### src/hw/rtl/asgr_pkg.sv
// Shared types and constants of the ANSI SGR escape sequence parser.
package asgr_pkg;

    // Width of the internal byte position counter; positions wrap at this width.
    localparam int POS_WIDTH = 32;
    // Width of the position fields on the result channel.
    localparam int OUT_POS_WIDTH = 32;

    typedef logic [POS_WIDTH-1:0] t_pos;
    localparam t_pos POS_ZERO = t_pos'(0);
    localparam t_pos POS_ONE = t_pos'(1);

    // Character codes the parser reacts to.
    localparam logic [7:0] CH_ESC = 8'h1B;
    localparam logic [7:0] CH_SEMI = 8'h3B;
    localparam logic [7:0] CH_M = 8'h6D;
    localparam logic [7:0] CH_ZERO = 8'h30;
    localparam logic [7:0] CH_NINE = 8'h39;

    // Default colour index for foreground and background.
    localparam logic [4:0] COLOUR_DEFAULT = 5'd16;

    // Bit positions of the attributes in the attribute flags.
    localparam int ATTR_BOLD = 0;
    localparam int ATTR_FAINT = 1;
    localparam int ATTR_ITALIC = 2;
    localparam int ATTR_UNDERLINE = 3;
    localparam int ATTR_BLINK = 4;
    localparam int ATTR_INVERSE = 5;
    localparam int ATTR_CONCEAL = 6;
    localparam int ATTR_STRIKE = 7;

    // Current text style.
    typedef struct packed {
        logic [7:0] attr;
        logic [4:0] fore;
        logic [4:0] back;
    } t_style;

    localparam t_style STYLE_RESET = '{attr: 8'h00, fore: COLOUR_DEFAULT,
                                       back: COLOUR_DEFAULT};

    // Parser state carried from one byte to the next.
    typedef struct packed {
        logic       in_seq;
        logic [7:0] param_accum;
        logic       have_digit;
        t_pos       pos;
        t_pos       seq_start;
        t_style     style;
    } t_parse_state;

    // One decoded escape sequence, plus the flag that says one was produced.
    typedef struct packed {
        logic   emit;
        t_pos   start_pos;
        t_pos   end_pos;
        t_style style;
    } t_result;

endpackage

### src/hw/rtl/asgr_intf.sv
// Handshake channels of the parser: the byte request stream and the result stream.
interface asgr_byte_if;
    logic       valid;
    logic       ready;
    logic [7:0] byte_value;
    logic       last_byte;

    modport source (output valid, output byte_value, output last_byte, input ready);
    modport sink (input valid, input byte_value, input last_byte, output ready);
endinterface

interface asgr_sgr_if;
    logic                               valid;
    logic                               ready;
    logic [asgr_pkg::OUT_POS_WIDTH-1:0] start_pos;
    logic [asgr_pkg::OUT_POS_WIDTH-1:0] end_pos;
    logic                               bold;
    logic                               faint;
    logic                               italic;
    logic                               underline;
    logic                               blink;
    logic                               inverse;
    logic                               conceal;
    logic                               strike;
    logic [4:0]                         fore_colour;
    logic [4:0]                         back_colour;

    modport source (
        output valid, output start_pos, output end_pos,
        output bold, output faint, output italic, output underline,
        output blink, output inverse, output conceal, output strike,
        output fore_colour, output back_colour,
        input ready
    );
    modport sink (
        input valid, input start_pos, input end_pos,
        input bold, input faint, input italic, input underline,
        input blink, input inverse, input conceal, input strike,
        input fore_colour, input back_colour,
        output ready
    );
endinterface

### src/hw/rtl/asgr_step.sv
// Per-byte decode logic: next parser state and the optional result for one byte.
module asgr_step (
    input  asgr_pkg::t_parse_state i_state,
    input  logic [7:0]             i_byte_value,
    input  logic                   i_last_byte,
    output asgr_pkg::t_parse_state o_state,
    output asgr_pkg::t_result      o_result
);

    localparam logic [11:0] PARAM_MAX = 12'd255;

    // Attribute bit that an SGR set code from 1 to 9 turns on.
    function automatic logic [2:0] set_bit(input logic [7:0] code);
        logic [2:0] b;
        case (code) inside
            [8'd1:8'd4]: b = 3'(code - 8'd1);
            8'd5, 8'd6:  b = 3'(asgr_pkg::ATTR_BLINK);
            [8'd7:8'd9]: b = 3'(code - 8'd2);
            default:     b = 3'd0;
        endcase
        return b;
    endfunction

    // Apply one SGR code to a style.
    function automatic asgr_pkg::t_style apply_code(input asgr_pkg::t_style s,
                                                    input logic [7:0] code);
        asgr_pkg::t_style r;
        r = s;
        case (code) inside
            8'd0:              r = asgr_pkg::STYLE_RESET;
            [8'd1:8'd9]:       r.attr[set_bit(code)] = 1'b1;
            8'd21, 8'd22: begin
                r.attr[asgr_pkg::ATTR_BOLD] = 1'b0;
                r.attr[asgr_pkg::ATTR_FAINT] = 1'b0;
            end
            8'd23:             r.attr[asgr_pkg::ATTR_ITALIC] = 1'b0;
            8'd24:             r.attr[asgr_pkg::ATTR_UNDERLINE] = 1'b0;
            8'd25:             r.attr[asgr_pkg::ATTR_BLINK] = 1'b0;
            8'd27:             r.attr[asgr_pkg::ATTR_INVERSE] = 1'b0;
            8'd29:             r.attr[asgr_pkg::ATTR_STRIKE] = 1'b0;
            [8'd30:8'd37]:     r.fore = 5'(code - 8'd30);
            [8'd90:8'd97]:     r.fore = 5'(code - 8'd82);
            [8'd40:8'd47]:     r.back = 5'(code - 8'd40);
            [8'd100:8'd107]:   r.back = 5'(code - 8'd92);
            default:           r = s;
        endcase
        return r;
    endfunction

    asgr_pkg::t_parse_state s1;
    asgr_pkg::t_pos         pos_next;
    logic [11:0]            digit_sum;
    logic                   emit_m;
    logic                   emit_last;

    assign pos_next = i_state.pos + asgr_pkg::POS_ONE;
    assign digit_sum = 12'(i_state.param_accum) * 12'd10
                     + 12'(i_byte_value - asgr_pkg::CH_ZERO);

    // First pass: effect of the byte itself.
    always_comb begin
        s1 = i_state;
        emit_m = 1'b0;
        if (i_byte_value == asgr_pkg::CH_ESC) begin
            s1.in_seq = 1'b1;
            s1.seq_start = i_state.pos;
            s1.param_accum = 8'd0;
            s1.have_digit = 1'b0;
            s1.style = asgr_pkg::STYLE_RESET;
        end else if (i_state.in_seq) begin
            case (i_byte_value) inside
                [asgr_pkg::CH_ZERO:asgr_pkg::CH_NINE]: begin
                    s1.param_accum = (digit_sum > PARAM_MAX) ? 8'hFF : digit_sum[7:0];
                    s1.have_digit = 1'b1;
                end
                asgr_pkg::CH_SEMI, asgr_pkg::CH_M: begin
                    s1.style = apply_code(i_state.style,
                                          i_state.have_digit ? i_state.param_accum : 8'd0);
                    s1.param_accum = 8'd0;
                    s1.have_digit = 1'b0;
                    if (i_byte_value == asgr_pkg::CH_M) begin
                        s1.in_seq = 1'b0;
                        emit_m = 1'b1;
                    end
                end
                default: s1 = i_state;
            endcase
        end
    end

    // Second pass: a last byte closes any sequence still open.
    always_comb begin
        o_state = s1;
        emit_last = i_last_byte && s1.in_seq;
        if (emit_last) begin
            o_state.style = apply_code(s1.style, s1.have_digit ? s1.param_accum : 8'd0);
        end
        if (i_last_byte) begin
            o_state.in_seq = 1'b0;
            o_state.param_accum = 8'd0;
            o_state.have_digit = 1'b0;
            o_state.pos = asgr_pkg::POS_ZERO;
        end else begin
            o_state.pos = pos_next;
        end
    end

    // Result fields, taken from the state after this byte.
    always_comb begin
        o_result.emit = emit_m || emit_last;
        o_result.start_pos = s1.seq_start;
        o_result.end_pos = pos_next;
        o_result.style = o_state.style;
    end

endmodule

### src/hw/rtl/ansi_sgr_escape_parser.sv
// Top level of the ANSI SGR escape sequence parser: input, state and result registers.
// The parser takes one text byte per cycle while the result channel is ready and reports
// each SGR escape sequence once it ends with 'm' or is cut off by the last byte of the
// text. A byte accepted on the input channel is held in an input register until the
// decode stage moves, and its result (if any) is then registered in the output register.
// The sustained rate is one byte per clock cycle while the result channel is ready; it
// is set by the state update of the decode stage, and a stalled result only holds the
// input stage once a byte waits behind it. Positions count bytes from the start of the
// current text and start again at zero after a byte marked last; they wrap at
// asgr_pkg::POS_WIDTH bits and the result fields carry the low bits.
module ansi_sgr_escape_parser (
    input  logic        i_clk,
    input  logic        i_rst_n,
    asgr_byte_if.sink   i_byte,
    asgr_sgr_if.source  o_sgr
);

    logic                   r_in_valid;
    logic [7:0]             r_in_byte;
    logic                   r_in_last;
    asgr_pkg::t_parse_state r_state;
    asgr_pkg::t_parse_state n_state;
    asgr_pkg::t_result      n_result;
    logic                   r_out_valid;
    asgr_pkg::t_result      r_out;
    logic                   advance;
    logic                   out_take;

    // The decode stage moves when the result register is free or being emptied.
    assign out_take = r_out_valid && o_sgr.ready;
    assign advance = r_in_valid && (!r_out_valid || o_sgr.ready);
    assign i_byte.ready = !r_in_valid || advance;

    // Input register.
    always_ff @(posedge i_clk) begin
        if (!i_rst_n) begin
            r_in_valid <= 1'b0;
        end else if (i_byte.ready) begin
            r_in_valid <= i_byte.valid;
        end
    end

    always_ff @(posedge i_clk) begin
        if (i_byte.ready && i_byte.valid) begin
            r_in_byte <= i_byte.byte_value;
            r_in_last <= i_byte.last_byte;
        end
    end

    // Per-byte decode.
    asgr_step u_step (
        .i_state      (r_state),
        .i_byte_value (r_in_byte),
        .i_last_byte  (r_in_last),
        .o_state      (n_state),
        .o_result     (n_result)
    );

    // Parser state.
    always_ff @(posedge i_clk) begin
        if (!i_rst_n) begin
            r_state <= '{in_seq: 1'b0, param_accum: 8'd0, have_digit: 1'b0,
                         pos: asgr_pkg::POS_ZERO, seq_start: asgr_pkg::POS_ZERO,
                         style: asgr_pkg::STYLE_RESET};
        end else if (advance) begin
            r_state <= n_state;
        end
    end

    // Result register.
    always_ff @(posedge i_clk) begin
        if (!i_rst_n) begin
            r_out_valid <= 1'b0;
        end else if (advance && n_result.emit) begin
            r_out_valid <= 1'b1;
        end else if (out_take) begin
            r_out_valid <= 1'b0;
        end
    end

    always_ff @(posedge i_clk) begin
        if (advance && n_result.emit) begin
            r_out <= n_result;
        end
    end

    // Result channel.
    assign o_sgr.valid = r_out_valid;
    assign o_sgr.start_pos = asgr_pkg::OUT_POS_WIDTH'(r_out.start_pos);
    assign o_sgr.end_pos = asgr_pkg::OUT_POS_WIDTH'(r_out.end_pos);
    assign o_sgr.bold = r_out.style.attr[asgr_pkg::ATTR_BOLD];
    assign o_sgr.faint = r_out.style.attr[asgr_pkg::ATTR_FAINT];
    assign o_sgr.italic = r_out.style.attr[asgr_pkg::ATTR_ITALIC];
    assign o_sgr.underline = r_out.style.attr[asgr_pkg::ATTR_UNDERLINE];
    assign o_sgr.blink = r_out.style.attr[asgr_pkg::ATTR_BLINK];
    assign o_sgr.inverse = r_out.style.attr[asgr_pkg::ATTR_INVERSE];
    assign o_sgr.conceal = r_out.style.attr[asgr_pkg::ATTR_CONCEAL];
    assign o_sgr.strike = r_out.style.attr[asgr_pkg::ATTR_STRIKE];
    assign o_sgr.fore_colour = r_out.style.fore;
    assign o_sgr.back_colour = r_out.style.back;

`ifndef ASSERT_OFF
    // A held byte keeps its value while the decode stage waits.
    a_in_hold: assert property (@(posedge i_clk) disable iff (!i_rst_n)
        r_in_valid && !advance |=> r_in_valid && $stable(r_in_byte) && $stable(r_in_last))
        else $error("held input byte changed while stalled");

    // A byte marked last starts the next text at position zero.
    a_last_pos: assert property (@(posedge i_clk) disable iff (!i_rst_n)
        advance && r_in_last |=> r_state.pos == asgr_pkg::POS_ZERO && !r_state.in_seq)
        else $error("position not cleared after last byte");

    // Every reported sequence closes the open sequence.
    a_emit_closes: assert property (@(posedge i_clk) disable iff (!i_rst_n)
        advance && n_result.emit |=> !r_state.in_seq)
        else $error("sequence still open after its result");

    // A new result only appears when the decode stage moved.
    a_out_source: assert property (@(posedge i_clk) disable iff (!i_rst_n)
        $rose(r_out_valid) |-> $past(advance))
        else $error("result appeared without a decoded byte");
`endif

endmodule
### src/flat_wrapper.sv
// flat-port wrapper written by rule: the top's interface ports become plain ports
module ansi_sgr_escape_parser_flat 
  (i_clk, i_rst_n, i_byte_valid, i_byte_byte_value, i_byte_last_byte, i_byte_ready, o_sgr_valid, o_sgr_start_pos, o_sgr_end_pos, o_sgr_bold, o_sgr_faint, o_sgr_italic, o_sgr_underline, o_sgr_blink, o_sgr_inverse, o_sgr_conceal, o_sgr_strike, o_sgr_fore_colour, o_sgr_back_colour, o_sgr_ready);
  asgr_byte_if i_byte_i ();
  asgr_sgr_if o_sgr_i ();
  input  logic i_clk;
  input  logic i_rst_n;
  input wire logic [$bits(i_byte_i.valid)-1:0] i_byte_valid;
  input wire logic [$bits(i_byte_i.byte_value)-1:0] i_byte_byte_value;
  input wire logic [$bits(i_byte_i.last_byte)-1:0] i_byte_last_byte;
  output wire logic [$bits(i_byte_i.ready)-1:0] i_byte_ready;
  output wire logic [$bits(o_sgr_i.valid)-1:0] o_sgr_valid;
  output wire logic [$bits(o_sgr_i.start_pos)-1:0] o_sgr_start_pos;
  output wire logic [$bits(o_sgr_i.end_pos)-1:0] o_sgr_end_pos;
  output wire logic [$bits(o_sgr_i.bold)-1:0] o_sgr_bold;
  output wire logic [$bits(o_sgr_i.faint)-1:0] o_sgr_faint;
  output wire logic [$bits(o_sgr_i.italic)-1:0] o_sgr_italic;
  output wire logic [$bits(o_sgr_i.underline)-1:0] o_sgr_underline;
  output wire logic [$bits(o_sgr_i.blink)-1:0] o_sgr_blink;
  output wire logic [$bits(o_sgr_i.inverse)-1:0] o_sgr_inverse;
  output wire logic [$bits(o_sgr_i.conceal)-1:0] o_sgr_conceal;
  output wire logic [$bits(o_sgr_i.strike)-1:0] o_sgr_strike;
  output wire logic [$bits(o_sgr_i.fore_colour)-1:0] o_sgr_fore_colour;
  output wire logic [$bits(o_sgr_i.back_colour)-1:0] o_sgr_back_colour;
  input wire logic [$bits(o_sgr_i.ready)-1:0] o_sgr_ready;
  assign i_byte_i.valid = i_byte_valid;
  assign i_byte_i.byte_value = i_byte_byte_value;
  assign i_byte_i.last_byte = i_byte_last_byte;
  assign i_byte_ready = i_byte_i.ready;
  assign o_sgr_valid = o_sgr_i.valid;
  assign o_sgr_start_pos = o_sgr_i.start_pos;
  assign o_sgr_end_pos = o_sgr_i.end_pos;
  assign o_sgr_bold = o_sgr_i.bold;
  assign o_sgr_faint = o_sgr_i.faint;
  assign o_sgr_italic = o_sgr_i.italic;
  assign o_sgr_underline = o_sgr_i.underline;
  assign o_sgr_blink = o_sgr_i.blink;
  assign o_sgr_inverse = o_sgr_i.inverse;
  assign o_sgr_conceal = o_sgr_i.conceal;
  assign o_sgr_strike = o_sgr_i.strike;
  assign o_sgr_fore_colour = o_sgr_i.fore_colour;
  assign o_sgr_back_colour = o_sgr_i.back_colour;
  assign o_sgr_i.ready = o_sgr_ready;
  ansi_sgr_escape_parser u_core (.i_clk(i_clk), .i_rst_n(i_rst_n), .i_byte(i_byte_i), .o_sgr(o_sgr_i));
endmodule
### config.mk
export PLATFORM = sky130hd
export DESIGN_NAME = ansi_sgr_escape_parser_flat
export DESIGN_NICKNAME = d
export VERILOG_FILES = /design/src/hw/rtl/asgr_pkg.sv /design/src/hw/rtl/asgr_intf.sv /design/src/hw/rtl/asgr_step.sv /design/src/hw/rtl/ansi_sgr_escape_parser.sv /design/src/flat_wrapper.sv
export SDC_FILE = /design/constraint.sdc
export NUM_CORES = 1
export LEC_CHECK = 0
export BUFFER_PORTS_ARGS = -buffer_cell sky130_fd_sc_hd__buf_2
export CORE_MARGIN = 2
export CORE_UTILIZATION = 45
export CTS_BUF_LIST = sky130_fd_sc_hd__clkbuf_8 sky130_fd_sc_hd__clkbuf_16
export CTS_CLUSTER_DIAMETER = 150
export CTS_CLUSTER_SIZE = 40
export DETAILED_ROUTE_END_ITERATION = 6
export PLACE_DENSITY = 0.63
export SYNTH_ARGS = -nofsm -noshare
export SYNTH_HDL_FRONTEND = slang
export SYNTH_SLANG_ARGS = --single-unit
### constraint.sdc
create_clock -name i_clk -period 14 [get_ports i_clk]
set_clock_uncertainty 0.1 [all_clocks]
set_input_delay 4.2 -clock i_clk [delete_from_list [all_inputs] [get_ports i_clk]]
set_output_delay 4.2 -clock i_clk [all_outputs]
set_load 0.05 [all_outputs]
-- Yosys cells after proc, flatten, opt, wreduce, memory -nomap -nowiden
Index checks and enable logic that the tools add are counted.
- $add $sub $neg: 15
- multiply operators: 1
- $lt $le $gt $ge: 31
- equality and inequality tests: 21
- multiplexer cells: 156
- bitwise gates (word level): 2
- reductions and logical operators: 35
- operators by type and width (operator ; count):
    5-bit two-way mux ; 44
    8-bit by 5-bit equality test with 1-bit output (second input constant) ; 15
    92-bit two-way mux ; 1
    1-bit two-way mux ; 76
    18-bit two-way mux ; 3
    50-bit two-way mux ; 1
    3-bit two-way mux ; 15
    8-bit by 6-bit less-or-equal comparator with 1-bit output (second input constant) ; 5
    32-bit by 1-bit adder with 32-bit output (second input constant) ; 1
    8-bit by 3-bit equality test with 1-bit output (second input constant) ; 4
    8-bit by 7-bit greater-or-equal comparator with 1-bit output (second input constant) ; 4
    8-bit by 7-bit less-or-equal comparator with 1-bit output (second input constant) ; 4
    32-bit two-way mux ; 1
    5-bit subtractor (second input constant) ; 6
    8-bit by 6-bit greater-or-equal comparator with 1-bit output (second input constant) ; 3
    8-bit two-way mux ; 3
    1-bit logical AND ; 22
    10-bit two-way mux ; 2
    9-bit two-way mux ; 2
    8-bit by 1-bit greater-or-equal comparator with 1-bit output (second input constant) ; 2
    8-bit by 3-bit greater-or-equal comparator with 1-bit output (second input constant) ; 2
    8-bit by 5-bit greater-or-equal comparator with 1-bit output (second input constant) ; 2
    8-bit by 3-bit less-or-equal comparator with 1-bit output (second input constant) ; 2
    8-bit by 4-bit less-or-equal comparator with 1-bit output (second input constant) ; 2
    19 further kinds ; 39
- register bits after elaboration: 185
- input bits: 13
- output and inout bits: 84

-- Depth between registers and ports, before layout
- depth in word-level cells: 40
- mapped depth: 29

-- By module
From an unflattened synthesis, not the netlist that was laid out.
- cell total of the unflattened synthesis: 1299
- area, all modules: 11619.9 sq um
- by module, submodules not included (module ; times used ; cells each ; area each (sq um) ; seq. area each (sq um)):
    ansi_sgr_escape_parser ; 1 ; 502 ; 6573.8 ; 4614.4
    asgr_step ; 1 ; 797 ; 5046.1 ; 0.0

-- Least setup slack after synthesis
OpenSTA, ideal clock, no wires.
- path kind: input -> register
- start: in o_sgr_ready
- end: reg u_core.r_out (netlist bit u_core.o_sgr.back_colour[0]) (enable)
- setup time: 0.551 ns
- arrival time: 8.927 ns
- required time: 13.349 ns
- slack: 4.422 ns
- cell stages on the path: 5
- cells stage by stage: nor2b_1 -> nor2b_1 -> clkbuf_1 -> o21ai_0 -> a21oi_1
- cells in the longest elaborated chain, start to end: 3
- ends and longest elaborated chain (item ; RTL line ; text):
    start, declared ; flat_wrapper.sv:25 ; input wire logic [$bits(o_sgr_i.ready)-1:0] o_sgr_ready;
    1-bit logical OR ; ansi_sgr_escape_parser.sv:31 ; assign advance = r_in_valid && (!r_out_valid || o_sgr.ready);
    1-bit logical AND ; ansi_sgr_escape_parser.sv:31 ;
    1-bit logical AND ; ansi_sgr_escape_parser.sv:82 ; if (advance && n_result.emit) begin
    end signal, assigned ; ansi_sgr_escape_parser.sv:83 ; r_out <= n_result;
    end, declared ; ansi_sgr_escape_parser.sv:25 ; asgr_pkg::t_result r_out;
Every way passes these cells.
A chain may end at the register's enable or synchronous reset.

-- Worst setup path in the final report
- start: in o_sgr_ready
- end: out i_byte_ready
- cells in the longest elaborated chain, start to end: 3
- ends and longest elaborated chain (item ; RTL line ; text):
    1-bit logical OR ; ansi_sgr_escape_parser.sv:31 ;
    1-bit logical AND ; ansi_sgr_escape_parser.sv:31 ;
    1-bit logical OR ; ansi_sgr_escape_parser.sv:32 ; assign i_byte.ready = !r_in_valid || advance;
    end, declared ; flat_wrapper.sv:11 ; output wire logic [$bits(i_byte_i.ready)-1:0] i_byte_ready;
Every way passes these cells.

==> run metrics <==
final core utilization 0.517; Peak supply drop 67.4 uV; Switch Pwr 0.290 mW; dpl hpwl 18.8 mm; largest net degree at the start of global routing 78; async set or reset register ratio after synthesis 0; EDFF count, synth 91; # H-tree levels 4; critical path's largest stage delay 0.55 ns; Mapped Area 0.0108 sq mm; TritonCTS clock tree built; die width 159 um; CTS Buf Count 17; area grow syn2layout 12.3%; IO buf count 96; area leader, netlist edfxtp_1; vias per std cell 5.72; clock share of power 0.449; crit share post-route 0.684; WL per Instance 16.9 um; worst path cell trace buf_2 -> nor2b_1 -> nand2_1 -> buf_2; Worst Tran Pin Value 0.950 ns; critical path's top delay family simple AND/OR/NAND/NOR gates; sw frac 0.255; root buf cell clkbuf_16; GRT overflow 0; initial antenna violation count 0; layout cells sized above 1 0.138; CP arrival 5.28 ns; first-pass GRT wire length 45.6 mm; Worst-path clk slew 0.08 ns; Mean Syn Cell Area 8.68 sq um; HP Class flop to flop; most frequent cell after synthesis nand2_1; Yosys top cell area share 0.252; outcome finished, final reports clean; WP buf/inv 2; Clock Sinks 185; Worst slew margin 0.358; setup_tns 0 ns; final instance area 0.0122 sq mm; Hold Slack 0.356 ns; die area 0.0253 sq mm; final RePlAce weighted congestion 0.909; Int Power 0.849 mW; Gate power share 0.047; main combinational cell family by area after synthesis simple AND/OR/NAND/NOR gates; Final ANT Viol Nets 0; Max-cap violations 0; top flip-flop cell by instance count after synthesis dfxtp_1; max frequency 0.104 GHz; row cnt 56; Crit. End Element output pin; die height 159 um; DRT Pass-1 Iters 5; Vias 9330; Total Routed Length 27.6 mm; Fillers 2168; Post-Place Cell Area 0.0115 sq mm; post-layout min period 9.58 ns; Critical-path top delay cell nor2b_1; Synth Area in Simple Gates 0.211; fraction of the mapped netlist area in adder cells 0.0626; gr usage total 0.219; antenna cell count 0; register share of total power 0.503; Setup Fix Bufs, Post-CTS 0; pwr/cell area 93.6 mW/mm^2; max-slew violations 0; Syn Nets 1315; top cells by count, synth 263 x nand2_1, 104 x a21oi_1, 94 x dfxtp_1; area of the multi-input gates 0.00583 sq mm; I/O pin count 97; Max clock buf depth 2; post-cts resize count 0; Cells after Synth 1249; FF+latch area 0.00461 sq mm; RSZ-0062 raised after global routing no; Final setup viols 0; xor/xnor cell area share of the yosys netlist 0.0439; post-synthesis mux area share 0.0113; sequential share of the synthesized area 0.426; Yosys warnings 0; synthesized flop and latch total 185; DRT iter0 DRCs 649; Placeable Area 0.0235 sq mm; most used cell, CP buf_2; DR DRC count 0; Worst Path Required 9.70 ns; crit path launch type input pin; Compound-Gate Fraction of Synth Area 0.208; vias in the first global route 8495; clock latency on the worst-skew pair 0.44 ns; Worst Path Class, Setup input pin to output pin; Leak 4.74 nW; hold buffer count at CTS 0; Fin. Hold Viols 0; nets@finish 1366; Yosys cell types 86; Synth area leaders edfxtp_1 25%, dfxtp_1 17%, nand2_1 9.1%; crit path max fanout 5; Starting Density 0.460
==> power groups by stage <==
stage | Sequential [mW] | Combinational (mW) | Clock (mW)
after floorplan | 0.584 | 0.0387 | 0
after global placement | 0.585 | 0.0529 | 0
after detailed placement | 0.585 | 0.0536 | 0
after CTS | 0.573 | 0.0539 | 0.521
after global routing | 0.574 | 0.0605 | 0.540
final | 0.573 | 0.0540 | 0.512
==> final cells by class <==
class	instances	area share
Timing Repair Buffer	107	0.0463
Clock inverter	15	0.0177
Multi-Input combinational cell	956	0.479
Inverter	33	0.0102
Clock buffer	17	0.0349
Sequential cell	185	0.379
Tap cell	319	0.0328
==> per-layer routing <==
layer,wire length (um),vias to the layer above,GRT usage,part of all wire
li1,-,4581,-,-
met3,1500,26,0.0318,0.054
met1,13400,4438,0.323,0.49
met2,12400,285,0.339,0.45
met4,328,0,0.0529,0.012
met5,0,-,0,0
==> worst reg2reg max path, cell delays in order, from the launching register on <==
cell	delay, ns
dfxtp_1	0.64
ha_1	0.32
ha_1	0.24
fa_1	0.42
a21o_1	0.18
a21oi_1	0.21
o21bai_1	0.08
a21oi_1	0.17
xnor2_1	0.09
ha_1	0.37
and3_1	0.21
a31oi_1	0.21
o31a_1	0.18
xnor3_1	0.24
or3_1	0.39
a211oi_2	0.48
nor2b_1	0.22
inv_1	0.26
ha_1	0.35
nand2_1	0.13
nand2_1	0.09
nand2_1	0.06
nor4_1	0.42
a32oi_1	0.17
nor4_1	0.59
nand3_1	0.32
mux2i_1	0.23
o21ba_2	0.23
==> placed cells by master (no fill, tap or decap), types with 8 or more instances in the layout <==
master and count:
a21oi_1 103, and3_1 23, dfxtp_1 94, ha_1 51, edfxtp_1 91, nand4_1 8
o21ai_0 69, xnor2_1 21, a31oi_1 22, buf_4 11, and2_1 13, nor3_1 20
o31ai_1 11, buf_2 96, xor2_1 28, a22oi_1 15, nand3_1 34, nor2_1 85
nand2_1 263, inv_1 32, nor2b_1 11, a21o_1 11, clkbuf_16 17, o211ai_1 13
==> cell families (layout without fill, tap and decap cells) <==
group                    count (synthesis)  after routing
multiplexers                            11             11
adder cells (fa/ha/maj)                 53             53
AND/OR/NAND/NOR                        504            504
flip-flops                             185            185
AO/OA/AOI/OAI                          337            337
XOR/XNOR                                51             51
buffers and inverters                  108            172
==> flip-flops by register name (all words and copies together) (netlist names) <==
name,flops
u_core.o_sgr.end_pos,32
u_core.o_sgr.strike,1
u_core.o_sgr.back_colour,5
u_core.o_sgr.blink,1
u_core.o_sgr.faint,1
u_core.o_sgr.fore_colour,5
u_core.r_in_byte,8
u_core.o_sgr.bold,1
u_core.r_in_valid,1
u_core.o_sgr.conceal,1
u_core.r_in_last,1
u_core.o_sgr.valid,1
u_core.o_sgr.inverse,1
u_core.o_sgr.italic,1
u_core.o_sgr.underline,1
u_core.r_state,92
u_core.o_sgr.start_pos,32
==> through the flow <==
stage / instances / setup slack, ns / total power [mW]
2_1_floorplan: 1249 / 4.42 / 0.623
3_3_place_gp: 1600 / 4.46 / 0.638
3_5_place_dp: 1600 / 4.47 / 0.639
4_1_cts: 1632 / 4.47 / 1.15
5_1_grt: 1632 / 4.39 / 1.17
6_report: 1632 / 4.42 / 1.14
==> path summary, 6_finish.rpt <==
| kind | cells after the start | startpoint | end | slack [ns] |
|---|---|---|---|---|
| setup / recovery | 4 | o_sgr_ready | i_byte_ready | 4.42 |
| hold / removal | 2 | u_core.r_state[25] | u_core.r_state[25] | 0.36 |
| setup reg to reg | 27 | u_core.r_state[84] | u_core.r_state[3] | 6.29 |
| hold reg to reg | 2 | u_core.r_state[25] | u_core.r_state[25] | 0.36 |
(Power assumes the default switching activity.)
